`src/design/plti_pkg.sv`:
```
// Shared types and codes for the piecewise linear table interpolator.
// No dependencies; used by the controller, the datapath and the top level.
`timescale 1ns / 1ps
`default_nettype none

package plti_pkg;

	localparam logic OP_LOAD  = 1'b0;
	localparam logic OP_QUERY = 1'b1;

	typedef enum logic [3:0] {
		DP_NOP,
		DP_START,
		DP_SHIFT,
		DP_PAIR,
		DP_FIRST,
		DP_SECOND,
		DP_SETUP,
		DP_MUL,
		DP_DIVCHK,
		DP_DIV,
		DP_ROUND,
		DP_FINISH
	} dp_op_t;

	typedef struct packed {
		dp_op_t op;
		logic   anc_hi;
		logic   wr;
	} dp_cmd_t;

	typedef struct packed {
		logic gt;
		logic zero;
	} dp_stat_t;

endpackage

`default_nettype wire

```
`src/design/plti_ctrl.sv`:
```
// Controller: transfer handshakes, point count register, search and arithmetic sequencing.
// Depends on plti_pkg.
`timescale 1ns / 1ps
`default_nettype none

module plti_ctrl #(
	parameter int MAX_POINTS  = 64,
	parameter int VALUE_WIDTH = 32
) (
	input  wire logic                            clk,
	input  wire logic                            arst_n,
	input  wire logic                            in_valid,
	output logic                                 in_stall,
	input  wire logic                            op,
	output logic                                 out_valid,
	input  wire logic                            out_stall,
	input  wire logic                            point_count_we,
	input  wire logic [$clog2(MAX_POINTS+1)-1:0] point_count_data,
	output plti_pkg::dp_cmd_t                    cmd,
	input  wire plti_pkg::dp_stat_t              stat,
	output logic      [$clog2(MAX_POINTS)-1:0]   rd_addr
);

	localparam int CW = $clog2(MAX_POINTS + 1);
	localparam int AW = $clog2(MAX_POINTS);
	localparam int SW = $clog2(VALUE_WIDTH);

	localparam logic [3:0] S_IDLE   = 4'd0;
	localparam logic [3:0] S_FETCH  = 4'd1;
	localparam logic [3:0] S_SCAN   = 4'd2;
	localparam logic [3:0] S_SECOND = 4'd3;
	localparam logic [3:0] S_SETUP  = 4'd4;
	localparam logic [3:0] S_CHECK  = 4'd5;
	localparam logic [3:0] S_MUL    = 4'd6;
	localparam logic [3:0] S_DIVCHK = 4'd7;
	localparam logic [3:0] S_DIV    = 4'd8;
	localparam logic [3:0] S_ROUND  = 4'd9;
	localparam logic [3:0] S_FINISH = 4'd10;

	logic [3:0]    state_q, state_d;
	logic [CW-1:0] count_q, idx_q, idx_d;
	logic [SW-1:0] step_q, step_d;
	logic          out_valid_q, finish;

	assign in_stall  = state_q != S_IDLE;
	assign out_valid = out_valid_q;
	assign rd_addr   = idx_q[AW-1:0];
	assign finish    = (state_q == S_FINISH) && (!out_valid_q || !out_stall);

	always_comb begin
		state_d    = state_q;
		idx_d      = idx_q;
		step_d     = step_q;
		cmd.op     = plti_pkg::DP_NOP;
		cmd.anc_hi = 1'b0;
		cmd.wr     = 1'b0;
		unique case (state_q)
			S_IDLE: begin
				idx_d = '0;
				if (in_valid) begin
					if (op == plti_pkg::OP_QUERY) begin
						cmd.op  = plti_pkg::DP_START;
						state_d = S_FETCH;
					end else begin
						cmd.wr = 1'b1;
					end
				end
			end
			S_FETCH: begin
				idx_d   = CW'(1);
				state_d = S_SCAN;
			end
			S_SCAN: begin
				if (stat.gt) begin
					if (idx_q == CW'(1)) begin
						cmd.op  = plti_pkg::DP_FIRST;
						state_d = S_SECOND;
					end else begin
						cmd.op  = plti_pkg::DP_PAIR;
						state_d = S_SETUP;
					end
				end else if (idx_q == count_q) begin
					cmd.op     = plti_pkg::DP_PAIR;
					cmd.anc_hi = 1'b1;
					state_d    = S_SETUP;
				end else begin
					cmd.op = plti_pkg::DP_SHIFT;
					idx_d  = idx_q + CW'(1);
				end
			end
			S_SECOND: begin
				cmd.op  = plti_pkg::DP_SECOND;
				state_d = S_SETUP;
			end
			S_SETUP: begin
				cmd.op  = plti_pkg::DP_SETUP;
				state_d = S_CHECK;
			end
			S_CHECK: begin
				step_d  = SW'(VALUE_WIDTH - 1);
				state_d = stat.zero ? S_FINISH : S_MUL;
			end
			S_MUL: begin
				cmd.op = plti_pkg::DP_MUL;
				step_d = step_q - SW'(1);
				if (step_q == '0) begin
					state_d = S_DIVCHK;
				end
			end
			S_DIVCHK: begin
				cmd.op  = plti_pkg::DP_DIVCHK;
				step_d  = SW'(VALUE_WIDTH - 1);
				state_d = S_DIV;
			end
			S_DIV: begin
				cmd.op = plti_pkg::DP_DIV;
				step_d = step_q - SW'(1);
				if (step_q == '0) begin
					state_d = S_ROUND;
				end
			end
			S_ROUND: begin
				cmd.op  = plti_pkg::DP_ROUND;
				state_d = S_FINISH;
			end
			S_FINISH: begin
				if (finish) begin
					cmd.op  = plti_pkg::DP_FINISH;
					state_d = S_IDLE;
				end
			end
			default: begin
				state_d = S_IDLE;
			end
		endcase
	end

	always_ff @(posedge clk or negedge arst_n) begin
		if (!arst_n) begin
			state_q     <= S_IDLE;
			idx_q       <= '0;
			step_q      <= '0;
			count_q     <= CW'(2);
			out_valid_q <= 1'b0;
		end else begin
			state_q <= state_d;
			idx_q   <= idx_d;
			step_q  <= step_d;
			if (point_count_we) begin
				if (point_count_data < CW'(2)) begin
					count_q <= CW'(2);
				end else if (point_count_data > CW'(MAX_POINTS)) begin
					count_q <= CW'(MAX_POINTS);
				end else begin
					count_q <= point_count_data;
				end
			end
			if (finish) begin
				out_valid_q <= 1'b1;
			end else if (!out_stall) begin
				out_valid_q <= 1'b0;
			end
		end
	end

endmodule

`default_nettype wire

```
`config.mk`:
```
export PLATFORM = sky130hd
export DESIGN_NAME = plti_ctrl
export DESIGN_NICKNAME = d
export VERILOG_FILES = /design/src/design/plti_pkg.sv /design/src/design/plti_ctrl.sv
export SDC_FILE = /design/constraint.sdc
export NUM_CORES = 1
export LEC_CHECK = 0
export BUFFER_PORTS_ARGS = -buffer_cell sky130_fd_sc_hd__buf_2
export CAP_MARGIN = 20
export CORE_ASPECT_RATIO = 2
export CORE_MARGIN = 2
export CORE_UTILIZATION = 34
export DETAILED_ROUTE_END_ITERATION = 8
export GPL_ROUTABILITY_DRIVEN = 1
export PLACE_DENSITY_LB_ADDON = 0.08
export SLEW_MARGIN = 20
export SYNTH_ARGS = -nofsm -noshare
export SYNTH_HDL_FRONTEND = slang
export SYNTH_SLANG_ARGS = --single-unit
```
`constraint.sdc`:
```
create_clock -name clk -period 4.9 [get_ports clk]
set_clock_uncertainty 0.1 [all_clocks]
set_input_delay 0.49 -clock clk [delete_from_list [all_inputs] [get_ports clk]]
set_output_delay 0.49 -clock clk [all_outputs]
set_load 0.01 [all_outputs]
```
* Word-level counts from Yosys, hierarchy flattened
Index checks and enable logic that the tools add are counted.
** Word-level totals
- Bits of input ports :: 15
- Output and inout bits :: 14
- Bits in registers :: 24
** Cells by class
- Equality and inequality tests :: 21
- Add/sub/neg operators :: 2
- Reductions and logical operators :: 13
- Multiplexer cells :: 31
- Magnitude comparators :: 2
** Operators by type and width (count)
- case mux 4 bit (11 select lines) :: 1
- 2-to-1 mux 4 bit :: 9
- case mux 4 bit (9 select lines) :: 1
- 2-to-1 mux 7 bit :: 4
- case mux 7 bit (3 select lines) :: 1
- equality test 4 x 3 -> 1 bit (second input constant) :: 4
- != test 2 bit (second input constant) :: 7
- equality test 4 bit (second input constant) :: 3
- 2-to-1 mux 1 bit :: 11
- case mux 5 bit (2 select lines) :: 1
- 2-to-1 mux 3 bit :: 3
- equality test 4 x 2 -> 1 bit (second input constant) :: 2
- adder 7 x 1 -> 7 bit (second input constant) :: 1
- equality test 7 x 1 -> 1 bit (second input constant) :: 1
- equality test 7 bit :: 1
- greater-than comparator 7 bit (second input constant) :: 1
- < comparator 7 x 2 -> 1 bit (second input constant) :: 1
- AND reduction 6 bit :: 1
- logical NOT 5 bit :: 1
- subtractor 5 x 1 -> 5 bit (second input constant) :: 1
- equality test 4 x 1 -> 1 bit (second input constant) :: 1
- logical NOT 4 bit :: 1
- nonzero test 4 bit :: 1
- OR reduction 2 bit :: 2
- other kinds (8) :: 9

* Depth between registers and ports, before layout
- Word-level depth :: 5
- Depth in mapped cells :: 7
- Depth with buffers taken out :: 6

* Worst setup path after synthesis
OpenSTA, ideal clock, no wires.
- Path type :: register to output
- Start :: register idx_q[2]
- End :: output port cmd[2] (netlist bit)
- Data required time :: 4.310 ns
- Arrival time :: 1.515 ns
- Path slack :: 2.795 ns
- Stages on the path, launching flop included :: 7
- Cell sequence :: dfrtp_1 > buf_2 > xor2_1 > nor4_2 > a21oi_2 > buf_6 > o21ai_0
** RTL lines
- start, declared :: line plti_ctrl.sv:41 : logic [CW-1:0] count_q, idx_q, idx_d;
- start signal, assigned :: line plti_ctrl.sv:147 : idx_q <= idx_d;
- end, declared :: line plti_ctrl.sv:19 : output plti_pkg::dp_cmd_t cmd,

==> metrics.yaml <==
status: "completed"
hold_path_class: "in -> async"
wl_per_cell_um: 15.34
worst_pin_slew_ns: 0.6215
cellPowerDensity_mw_per_mm2: 565.5
grt_overflow: 0
cp-start-kind: "flip-flop"
cts_setup_buffers: 0
postSynthCellCount: 192
syn_avg_cell_area_um2: 8.824
dpl.cell_count: 260
relSlewSlack_pct: 58.57
layout-drive-gt1-share_pct: 22.71
synth_flop_cell: "dfrtp_1"
yosysWarnings: 0
r2r-start: "state_q[3]"
async_reset_ff_share_pct: 100.0
cts-resized-gates: 0
area_delta_synth_final_pct: 9.897
route.detailed.drc: 0
dieArea_mm2: 0.005598
path_max_fanout: 19
final_cells: 264
dp_hpwl_um: 3150
antenna_cells: 0
clkLatencyLatePin_ns: 0.27
cts_root_buf: "clkbuf_8"
crit_start: "state_q[1]"
nFillCells: 516
multi_input_area_um2: 928.4
ys_seq_area_share_pct: 35.52
ios: 29
max_clock_freq_ghz: 0.3610
first_global_vias: 1414
io_buffer_count: 28
power.leakage_nw: 0.8672
core_mm2: 0.004820
ctsHtreeMaxLevel: 1
row_count: 36
cts_made_buffers: 3
netlist_area_mm2: 0.001694
place.gp.congestion: 0.8012
ys_types: 49
dieHeight_um: 103.8
cp-end-kind: "output port"
grt_max_degree: 25
grt_pass1_wl_um: 6706
ys_ff_latch: 24
synth_edf_count: 0
crit_type: "reg -> out"
grt_usage_pct: 16.00
finalSetupTns_ns: 0
numClockSinks: 24
grt_antenna_before_repair: 0
clkTransAtPathRegs_ns: 0.09
hold_viol: 0
cts_tree: "done"
holdWs_ns: 0.1083
seqCellArea_um2: 601.8
layout_common_cells: "buf_2, dfrtp_1, nor2_1"
synth_top_area_cell: "dfrtp_1"
syn_nets: 211
drv_cap: 0
max-vdd-ir-drop_mv: 0.1975
required_ns: 4.31
via_per_inst: 5.436
wl_um: 4050
hold_buffers: 0
drtAntennaViolNets: 0
drv_slew: 0
synth.area.top_cells: "dfrtp_1, xor2_1, o21ai_0, nor2_1, buf_4"
yosysTopAreaCellShare_pct: 33.97
arrival_ns: 2.18
period_share_pct: 56.53
setup_violations: 0
period_needed_ns: 2.770
first_pass_iters: 4
final_common_cell: "buf_2"
die_x_um: 53.92
start_util_pct: 35.15
clock_path_buffers: 2
rsz0062_at_grt: "false"
drtIter0Drc: 28
vias: 1435
layout.nets: 227
==> power breakdown <==
part	total, mW	switching, mW	internal (mW)
Clock	0.176	0.0671	0.109
Combinational	0.507	0.280	0.226
Sequential	0.370	0.126	0.244
Total	1.05	0.473	0.580
==> layer usage <==
layer,up-vias,part of all wire [%],track usage [%]
met3,4,3.0,1.297
li1,706,-,-
met4,0,1.2,5.495
met1,692,38,17.79
met5,-,0,0
met2,33,58,29.44
==> flip-flops by register name (all words and copies together), names as in the netlist <==
signal     cells
out_valid      1
idx_q          7
state_q        4
count_q        7
step_q         5
==> metrics by stage <==
stage	utilization, %	setup slack [ns]	power, mW	area, um^2
3_5_place_dp	37.15	2.423	0.8840	1790
6_report	38.63	2.130	1.053	1862
3_3_place_gp	37.15	2.436	0.8793	1790
5_1_grt	38.63	1.908	1.144	1862
4_1_cts	38.63	2.112	1.068	1862
2_1_floorplan	-	2.795	0.7694	1694
==> critical path, stage by stage, from the launching register on <==
cell	delay (ns)
dfrtp_1	0.75
nand2b_1	0.23
nor3_1	0.41
nand2b_1	0.16
o21ai_0	0.20
buf_2	0.16
==> synthesized netlist by cell type, types with 4 or more instances <==
master    instances
a21oi_1          10
and3_1            5
buf_4             7
clkbuf_1          4
dfrtp_1          23
ha_1              4
inv_1            13
nand2_1          12
nand2b_1          7
nand3b_1          5
nor2_1           16
nor3_1            7
o21ai_0          12
o22ai_1           5
xor2_1            8
==> cells by family (layout without fill, tap and decap cells) <==
logic type	count (synthesis)	after routing	synth area share [%]
compound gates	47	47	19.35
fa+ha+maj	4	4	2.954
xor+xnor	10	10	5.170
simple gates	70	70	22.67
mux	7	7	4.653
flops	24	24	35.52
buf+inv	30	45	9.675
==> layout make-up <==
class	count	area share (%)
Timing Repair Buffer	28	7.527
Multi-Input combinational cell	138	49.87
Inverter	13	2.621
Clock inverter	1	1.613
Clock buffer	3	2.218
Sequential cell	24	32.33
Tap cell	57	3.831
==> final timing paths <==
path                              end  cells past startpoint  slack [ns]
min in group clk           count_q[4]                      3        0.35
setup reg to reg           state_q[2]                      5        2.74
hold reg to reg             step_q[0]                      1        0.40
setup / recovery               cmd[2]                      5        2.13
max in group asynchronous  count_q[1]                      1        4.21
hold / removal              step_q[3]                      1        0.11
Note: power is estimated with default switching activity, not from simulation.
