[src/design/plti_pkg.sv]
// Shared types and codes for the piecewise linear table interpolator.
// No dependencies; used by the controller, the datapath and the top level.
`timescale 1ns / 1ps
`default_nettype none

package plti_pkg;

	localparam logic OP_LOAD  = 1'b0;
	localparam logic OP_QUERY = 1'b1;

	typedef enum logic [3:0] {
		DP_NOP,
		DP_START,
		DP_SHIFT,
		DP_PAIR,
		DP_FIRST,
		DP_SECOND,
		DP_SETUP,
		DP_MUL,
		DP_DIVCHK,
		DP_DIV,
		DP_ROUND,
		DP_FINISH
	} dp_op_t;

	typedef struct packed {
		dp_op_t op;
		logic   anc_hi;
		logic   wr;
	} dp_cmd_t;

	typedef struct packed {
		logic gt;
		logic zero;
	} dp_stat_t;

endpackage

`default_nettype wire

[src/design/plti_ram.sv]
// Generic single write port, single read port RAM with registered read data.
// No dependencies.
`timescale 1ns / 1ps
`default_nettype none

module plti_ram #(
	parameter int WIDTH = 64,
	parameter int DEPTH = 64
) (
	input  wire logic                     clk,
	input  wire logic                     we,
	input  wire logic [$clog2(DEPTH)-1:0] waddr,
	input  wire logic [WIDTH-1:0]         wdata,
	input  wire logic [$clog2(DEPTH)-1:0] raddr,
	output logic      [WIDTH-1:0]         rdata
);

	logic [WIDTH-1:0] mem_q [DEPTH];

	always_ff @(posedge clk) begin
		if (we) begin
			mem_q[waddr] <= wdata;
		end
		rdata <= mem_q[raddr];
	end

endmodule

`default_nettype wire

[src/design/plti_datapath.sv]
// Datapath: point table, search compare, serial multiply and divide, output registers.
// Depends on plti_pkg and plti_ram.
`timescale 1ns / 1ps
`default_nettype none

module plti_datapath #(
	parameter int MAX_POINTS  = 64,
	parameter int VALUE_WIDTH = 32
) (
	input  wire logic                          clk,
	input  wire plti_pkg::dp_cmd_t             cmd,
	output plti_pkg::dp_stat_t                 stat,
	input  wire logic [$clog2(MAX_POINTS)-1:0] rd_addr,
	input  wire logic [$clog2(MAX_POINTS)-1:0] point_index,
	input  wire logic [VALUE_WIDTH-1:0]        x_value,
	input  wire logic [VALUE_WIDTH-1:0]        f_value,
	output logic      [VALUE_WIDTH-1:0]        result,
	output logic                               saturated,
	output logic                               extrapolated
);

	localparam int VW = VALUE_WIDTH;
	localparam int AW = $clog2(MAX_POINTS);

	logic [2*VW-1:0] rd_data;
	logic [VW-1:0]   rd_x, rd_f;
	logic            ram_we;

	logic [VW-1:0] x_q, prev_x_q, prev_f_q, lo_x_q, lo_f_q, hi_x_q, hi_f_q;
	logic          anc_hi_q, extra_q;
	logic [VW-1:0] dx_q, df_q, f_q, acc_q, low_q;
	logic          neg_q, zero_q, ovf_q;
	logic [VW:0]   qr_q;

	logic [VW-1:0] anc_x, anc_f, dxm, dfm, dqm;
	logic          ndx, ndf, ndq;
	logic [VW:0]   mul_sum, div_t, div_diff;
	logic          div_ge, round_up;
	logic [VW+1:0] fin_sum, fin_max, fin_min;
	logic          fin_sat;

	assign ram_we = cmd.wr && ({1'b0, point_index} < (AW+1)'(MAX_POINTS));

	plti_ram #(
		.WIDTH(2*VW),
		.DEPTH(MAX_POINTS)
	) u_table (
		.clk  (clk),
		.we   (ram_we),
		.waddr(point_index),
		.wdata({x_value, f_value}),
		.raddr(rd_addr),
		.rdata(rd_data)
	);

	assign rd_x = rd_data[2*VW-1:VW];
	assign rd_f = rd_data[VW-1:0];

	assign stat.gt   = $signed(rd_x) > $signed(x_q);
	assign stat.zero = zero_q;

	always_comb begin
		anc_x = anc_hi_q ? hi_x_q : lo_x_q;
		anc_f = anc_hi_q ? hi_f_q : lo_f_q;
		ndx   = $signed(lo_x_q) > $signed(hi_x_q);
		ndf   = $signed(lo_f_q) > $signed(hi_f_q);
		ndq   = $signed(anc_x) > $signed(x_q);
		dxm   = ndx ? lo_x_q - hi_x_q : hi_x_q - lo_x_q;
		dfm   = ndf ? lo_f_q - hi_f_q : hi_f_q - lo_f_q;
		dqm   = ndq ? anc_x - x_q : x_q - anc_x;
	end

	assign mul_sum  = {1'b0, acc_q} + {1'b0, (low_q[0] ? df_q : {VW{1'b0}})};
	assign div_t    = {acc_q, low_q[VW-1]};
	assign div_ge   = div_t >= {1'b0, dx_q};
	assign div_diff = div_t - {1'b0, dx_q};
	assign round_up = {acc_q, 1'b0} >= {1'b0, dx_q};

	assign fin_max = {3'b000, {(VW-1){1'b1}}};
	assign fin_min = {3'b111, {(VW-1){1'b0}}};

	always_comb begin
		if (neg_q) begin
			fin_sum = {{2{f_q[VW-1]}}, f_q} - {1'b0, qr_q};
			fin_sat = ovf_q || ($signed(fin_sum) < $signed(fin_min));
		end else begin
			fin_sum = {{2{f_q[VW-1]}}, f_q} + {1'b0, qr_q};
			fin_sat = ovf_q || ($signed(fin_sum) > $signed(fin_max));
		end
	end

	always_ff @(posedge clk) begin
		case (cmd.op)
			plti_pkg::DP_START: begin
				x_q <= x_value;
			end
			plti_pkg::DP_SHIFT: begin
				prev_x_q <= rd_x;
				prev_f_q <= rd_f;
			end
			plti_pkg::DP_PAIR: begin
				lo_x_q   <= prev_x_q;
				lo_f_q   <= prev_f_q;
				hi_x_q   <= rd_x;
				hi_f_q   <= rd_f;
				anc_hi_q <= cmd.anc_hi;
				extra_q  <= cmd.anc_hi && ($signed(x_q) > $signed(rd_x));
			end
			plti_pkg::DP_FIRST: begin
				lo_x_q   <= rd_x;
				lo_f_q   <= rd_f;
				anc_hi_q <= 1'b0;
				extra_q  <= 1'b1;
			end
			plti_pkg::DP_SECOND: begin
				hi_x_q <= rd_x;
				hi_f_q <= rd_f;
			end
			plti_pkg::DP_SETUP: begin
				dx_q   <= dxm;
				df_q   <= dfm;
				acc_q  <= '0;
				low_q  <= dqm;
				f_q    <= anc_f;
				neg_q  <= ndx ^ ndf ^ ndq;
				zero_q <= (hi_x_q == lo_x_q) || (hi_f_q == lo_f_q) || (x_q == anc_x);
			end
			plti_pkg::DP_MUL: begin
				acc_q <= mul_sum[VW:1];
				low_q <= {mul_sum[0], low_q[VW-1:1]};
			end
			plti_pkg::DP_DIVCHK: begin
				ovf_q <= acc_q >= dx_q;
			end
			plti_pkg::DP_DIV: begin
				acc_q <= div_ge ? div_diff[VW-1:0] : div_t[VW-1:0];
				low_q <= {low_q[VW-2:0], div_ge};
			end
			plti_pkg::DP_ROUND: begin
				qr_q <= {1'b0, low_q} + {{VW{1'b0}}, round_up};
			end
			plti_pkg::DP_FINISH: begin
				extrapolated <= extra_q;
				if (zero_q) begin
					result    <= f_q;
					saturated <= 1'b0;
				end else if (fin_sat) begin
					result    <= neg_q ? fin_min[VW-1:0] : fin_max[VW-1:0];
					saturated <= 1'b1;
				end else begin
					result    <= fin_sum[VW-1:0];
					saturated <= 1'b0;
				end
			end
			default: begin
			end
		endcase
	end

endmodule

`default_nettype wire

[config.mk]
export PLATFORM = sky130hd
export DESIGN_NAME = plti_datapath
export DESIGN_NICKNAME = d
export VERILOG_FILES = /design/src/design/plti_pkg.sv /design/src/design/plti_ram.sv /design/src/design/plti_datapath.sv
export SDC_FILE = /design/constraint.sdc
export NUM_CORES = 2
export LEC_CHECK = 0
export BUFFER_PORTS_ARGS = -buffer_cell sky130_fd_sc_hd__buf_2
export CORE_MARGIN = 2
export CORE_UTILIZATION = 50
export CTS_BUF_LIST = sky130_fd_sc_hd__clkbuf_4 sky130_fd_sc_hd__clkbuf_8 sky130_fd_sc_hd__clkbuf_16
export CTS_CLUSTER_DIAMETER = 40
export DETAILED_ROUTE_END_ITERATION = 8
export PLACE_DENSITY = 0.69
export SYNTH_ARGS = -nofsm -noshare
export SYNTH_HDL_FRONTEND = slang
export SYNTH_SLANG_ARGS = --single-unit
[constraint.sdc]
create_clock -name clk -period 10.4 [get_ports clk]
set_clock_uncertainty 0.1 [all_clocks]
set_input_delay 3.12 -clock clk [delete_from_list [all_inputs] [get_ports clk]]
set_output_delay 3.12 -clock clk [all_outputs]
set_load 0.02 [all_outputs]
Word-level counts from Yosys, hierarchy flattened
Memory sizes are Yosys's and may differ from the RTL's. A register that Yosys moved wholly into a read port is not among the register bits.
Index checks and enable logic that the tools add are counted.
{ "op_classes": {"eq_ne": 14, "order_cmp": 10, "add_sub_neg": 11, "muxes": 21, "bitwise": 2, "n_reduce_logical": 8} }
{ "op_table": {"columns": ["op", "n"], "rows": [
  ["32-bit two-way mux", 11],
  ["32-bit subtractor", 7],
  ["32-bit one-hot mux with 3 select lines", 2],
  ["32-bit greater-than comparator", 5],
  ["32-bit one-hot mux with 2 select lines", 2],
  ["32-bit == test", 3],
  ["33-bit by 32-bit >= comparator with 1-bit output", 2],
  ["34-bit by 33-bit adder with 34-bit output", 1],
  ["34-bit by 32-bit greater-than comparator with 1-bit output (second input constant)", 1],
  ["34-bit by 32-bit less-than comparator with 1-bit output (second input constant)", 1],
  ["34-bit by 33-bit subtractor with 34-bit output", 1],
  ["32-bit by 1-bit adder with 33-bit output", 1],
  ["32-bit by 32-bit adder with 33-bit output", 1],
  ["32-bit >= comparator", 1],
  ["4-bit by 3-bit == test with 1-bit output (second input constant)", 4],
  ["4-bit == test (second input constant)", 4],
  ["4-bit by 2-bit == test with 1-bit output (second input constant)", 2],
  ["4-bit by 1-bit == test with 1-bit output (second input constant)", 1],
  ["1-bit logical OR", 4],
  ["1-bit two-way mux", 4],
  ["1-bit one-hot mux with 2 select lines", 2],
  ["3-bit nonzero test", 1],
  ["2-bit nonzero test", 1],
  ["2-bit OR reduction", 1],
  ["2 further kinds", 3]
]} }
{ "totals": {"register_bits": 456, "memories": 1, "output_inout_bits": 36, "word_cells": 88, "inputBits": 83, "mem_bits_rw": 4096} }
{ "mem_list": {"columns": ["memory", "depth", "width", "read_ports", "rd_clocked_by_memory_dff", "write_ports", "line_no", "source"], "rows": [
  ["u_table.mem_q", 64, 64, 1, 1, 1, "plti_ram.sv:18", "logic [WIDTH-1:0] mem_q [DEPTH];"]
]} }

Logic depth before layout (Yosys ltp)
{ "logic_depth": {"word_depth": 6, "ltp_mapped": 22} }

Cells and area by module
From an unflattened synthesis, not the netlist that was laid out.
{ "unflattened": {"cells_unflattened": 10500, "hier_area_um2": 193134.0} }
{ "by_module_without_submodules": {"columns": ["module", "area_per_inst_um2", "instances", "cells_per_inst", "seq_area_each_um2"], "rows": [
  ["plti_ram", 156348.7, 1, 6598, 124279.2],
  ["plti_datapath", 36785.3, 1, 3902, 13693.1]
]} }

Worst setup path after synthesis
Ideal clock, no wire load.
{ "synth_path": {"kind": "in2reg", "startpoint": "input point_index[5]", "endpoint": "memory u_table.mem_q[48][0] (enable)", "path_buffers": 1, "arrival_time_ns": 8.141, "setup_ns": 0.565, "setup_slack_ns": 1.594, "cell_stages": 4, "cell_sequence": "clkbuf_1 -> nand3_1 -> or3_1 -> nor3_1"} }
{ "synth_lines": {"columns": ["element", "line_no", "source"], "rows": [
  ["start, declared", "plti_datapath.sv:14", "input wire logic [$clog2(MAX_POINTS)-1:0] point_index,"],
  ["end, declared", "plti_ram.sv:18", null]
]} }
Straight into the memory's write port.

==> flow_metrics.py <==
metrics = {
    "synth": {
        "ys.flop_type": "edfxtp_1",
        "synth_cell_types": 86,
        "syn_area_sq_um": 193000,
        "synth_edf_count": 4552,
        "synth_common_cells": "edfxtp_1 (4,552), mux4_2 (1,344), inv_1 (398), ha_1 (385), clkbuf_1 (375)",
        "synth-seq-cells": 4616,
        "synth_top_cell_by_area": "edfxtp_1",
        "async_flop_share_pct": 0,
        "synth_nets": 10371,
        "yosys.area.top_type_share_pct": 70.8,
        "ys_warn_count": 0,
        "syn_inst": 9893,
        "yosys-top-cells-area": "edfxtp_1 (71%), mux4_2 (16%), ha_1 (2.5%)",
        "syn-mean-instance-area_sq_um": 19.5,
        "synth-seq-area-share_pct": 71.5,
        "synth_most_common_cell": "edfxtp_1",
    },
    "floorplanning": {
        "pin_count": 119,
        "fp.dieW_um": 625,
        "die_y_um": 625,
        "die_area_sq_um": 391000,
        "initial_core_util_pct": 50.1,
        "core_area_sq_um": 385000,
        "row_count": 228,
    },
    "cells_and_area": {
        "final_cells": 15795,
        "layout.nets": 10756,
        "top_register": "u_table.mem_q",
        "largest_reg_flops": 4096,
        "fin_util_pct": 56.9,
        "top_regs": "u_table.mem_q: 4096 flops, u_table.rdata: 64 flops, qr_q: 33 flops",
        "area_growth_pct": 13.5,
        "drive_above_1_share_pct": 26.0,
    },
    "critical_path": {
        "cp_max_fo": 4,
        "start_kind": "flip-flop",
        "r2r-start": "anc_hi_q",
        "r2r_end": "low_q[25]",
        "r2r_slack_ns": 3.85,
        "arrival_ns": 3.99,
        "cp.required_ns": 7.18,
        "endpoint_kind": "output pin",
        "critical_path_class": "flip-flop to output pin",
        "r2r_cells": 14,
    },
    "timing": {
        "setup-tns-final_ns": 0,
        "fin_crit_sh_pct": 69.4,
        "setup_viol": 0,
        "rsz0062_at_grt": "no",
        "hold_viol": 0,
        "worst_slack_ns": 3.19,
        "slew_headroom_pct": 5.52,
        "fin_crit_ns": 7.21,
        "drv_slew": 0,
        "tightest_slew_ns": 1.42,
        "fmax_mhz": 139,
    },
    "placed_design": {
        "io_buffers": 118,
        "hpwl_mm": 296,
        "post-place-ws_ns": 3.63,
        "gp_congestion": 0.947,
        "dp.cells": 14800,
    },
    "clocking": {
        "cts_root_buffer": "clkbuf_16",
        "clk_pin_slew_ns": 0.05,
        "cts_tree": "done",
        "clk_path_buf_depth": 4,
        "cts_max_level": 6,
        "clk-insertion-delay-late_ns": 1.02,
        "cts-hold-fix-buffers": 0,
        "postCtsSetupBuffers": 0,
        "cts_inserted_buffers": 536,
        "cts_resized": 0,
        "clock-sinks": 4616,
    },
    "drt": {
        "num_vias": 102839,
        "wl_mm": 535,
        "dr.pass1.iters": 6,
        "drtAntennaViolNets": 0,
        "vias_per_cell": 6.51,
        "wl_per_cell_um": 33.9,
        "drc_errors": 0,
        "drtIter0Drc": 14370,
    },
    "pwr": {
        "power_frac_comb_pct": 6.5,
        "switching_share_pct": 22.3,
        "pwr-share-seq_pct": 48.8,
        "p_leak_uw": 0.0721,
        "power_switching_uw": 9620,
        "p_int_uw": 33500,
        "pwr-share-clk_pct": 44.7,
        "fin_total_pwr_uw": 43100,
        "pwr_density_cell_nw_per_um2": 197,
        "ir_drop_mv": 0.188,
    },
    "global_routing": {
        "antenna_found_initial": 50,
        "grt-ovfl-total": 0,
        "grt_pass1_vias": 101896,
        "grt_usage_pct": 27.2,
        "grt_pass1_wl_mm": 755,
        "grt_start_max_net_pins": 146,
    },
    "worst_hold_path": {
        "worstHoldStart": "u_table.rdata[11]",
        "worstHoldPathCells": 0,
        "min_delay_worst_endpoint": "prev_f_q[11]",
        "hold_path_class": "flip-flop to flip-flop",
    },
    "flow_run": {
        "drv_cap": 0,
    },
    "status": {
        "status": "finished, final reports clean",
    },
}
-- per-stage QoR --
step / hold slack (ns) / cell area, sq um
final: 0.360 / 219000
after global placement: 0.332 / 201000
after detailed placement: 0.350 / 201000
after global routing: 0.369 / 219000
after CTS: 0.363 / 219000
after floorplan: 0.300 / 193000
-- power by group through the flow --
stage / sequential (uW) / clock [uW] / combinational (uW)
after floorplan: 21200 / 0 / 1860
after global placement: 21400 / 0 / 2740
after detailed placement: 21400 / 0 / 2790
after CTS: 21000 / 19400 / 2810
after global routing: 21000 / 20200 / 3020
final: 21000 / 19200 / 2820
-- metal layers --
| layer | share of wire (%) | wire length [um] | global-route usage, % | vias to the layer above |
|---|---|---|---|---|
| li1 | - | - | - | 41566 |
| met1 | 37 | 200000 | 37.0 | 54276 |
| met2 | 49 | 260000 | 44.0 | 5878 |
| met3 | 10 | 54700 | 5.71 | 1093 |
| met4 | 3.7 | 19800 | 9.41 | 26 |
| met5 | 0.042 | 227 | 0 | - |
-- area by class of cell --
class	count	area, sq um
repair buffers	333	2570
diodes	20	50.0
multi-input cells	4392	52200
flip-flops and latches	4616	138000
clock inverters	327	3850
well taps	5060	6330
fillers	27769	166000
inverters	399	1500
clock buffers	648	14600
-- worst max-delay path by stage --
stage                            from  slack (ns)  cells past startpoint                    to
floorplan              point_index[5]        1.59                      4  u_table.mem_q[48][0]
global placement           rd_addr[0]        3.66                      6     u_table.rdata[54]
detailed placement         rd_addr[0]        3.63                      6     u_table.rdata[33]
CTS                 u_table.rdata[33]        2.88                     13               stat[1]
global route        u_table.rdata[33]        2.90                     13               stat[1]
finish              u_table.rdata[48]        3.19                     13               stat[1]
-- cells by family (layout without fill, tap and decap cells) --
kind of cell / count (synthesis) / in the layout / synth area share, %
AOI/OAI and AO/OA: 1262 / 1262 / 4.18
muxes: 1488 / 1488 / 16.5
and+or+nand+nor: 1052 / 1052 / 2.61
xor gates and xnor gates: 195 / 195 / 0.889
other: 0 / 20 / 0
adders and majority gates: 395 / 395 / 2.60
buffers and inverters: 885 / 1707 / 1.75
DFF: 4616 / 4616 / 71.5
-- layout by cell type, fill, tap and decap left out, types with 75 or more instances in the layout --
| cell type | count |
|---|---|
| buf_4 | 190 |
| edfxtp_1 | 4552 |
| nor3_1 | 86 |
| o21ai_0 | 270 |
| buf_2 | 112 |
| nand4_1 | 75 |
| nand2_1 | 286 |
| xnor2_1 | 123 |
| inv_1 | 398 |
| ha_1 | 385 |
| mux2_2 | 77 |
| a21oi_1 | 368 |
| nor2_1 | 217 |
| mux4_2 | 1344 |
| a21o_1 | 120 |
| clkbuf_16 | 547 |
-- worst max-delay path, cell delays in order, from the launching register on --
cell and delay (ns):
dfxtp_1 0.85, inv_1 0.10, ha_1 0.23, a21o_1 0.15, a21o_1 0.17, a21o_1 0.17, a21oi_1 0.13, nor2b_1 0.05
o21ai_0 0.14, a211oi_1 0.09, a311oi_1 0.33, nand4b_1 0.16, nand2_1 0.17, buf_2 0.20
Power figures use the tool's default switching activity.
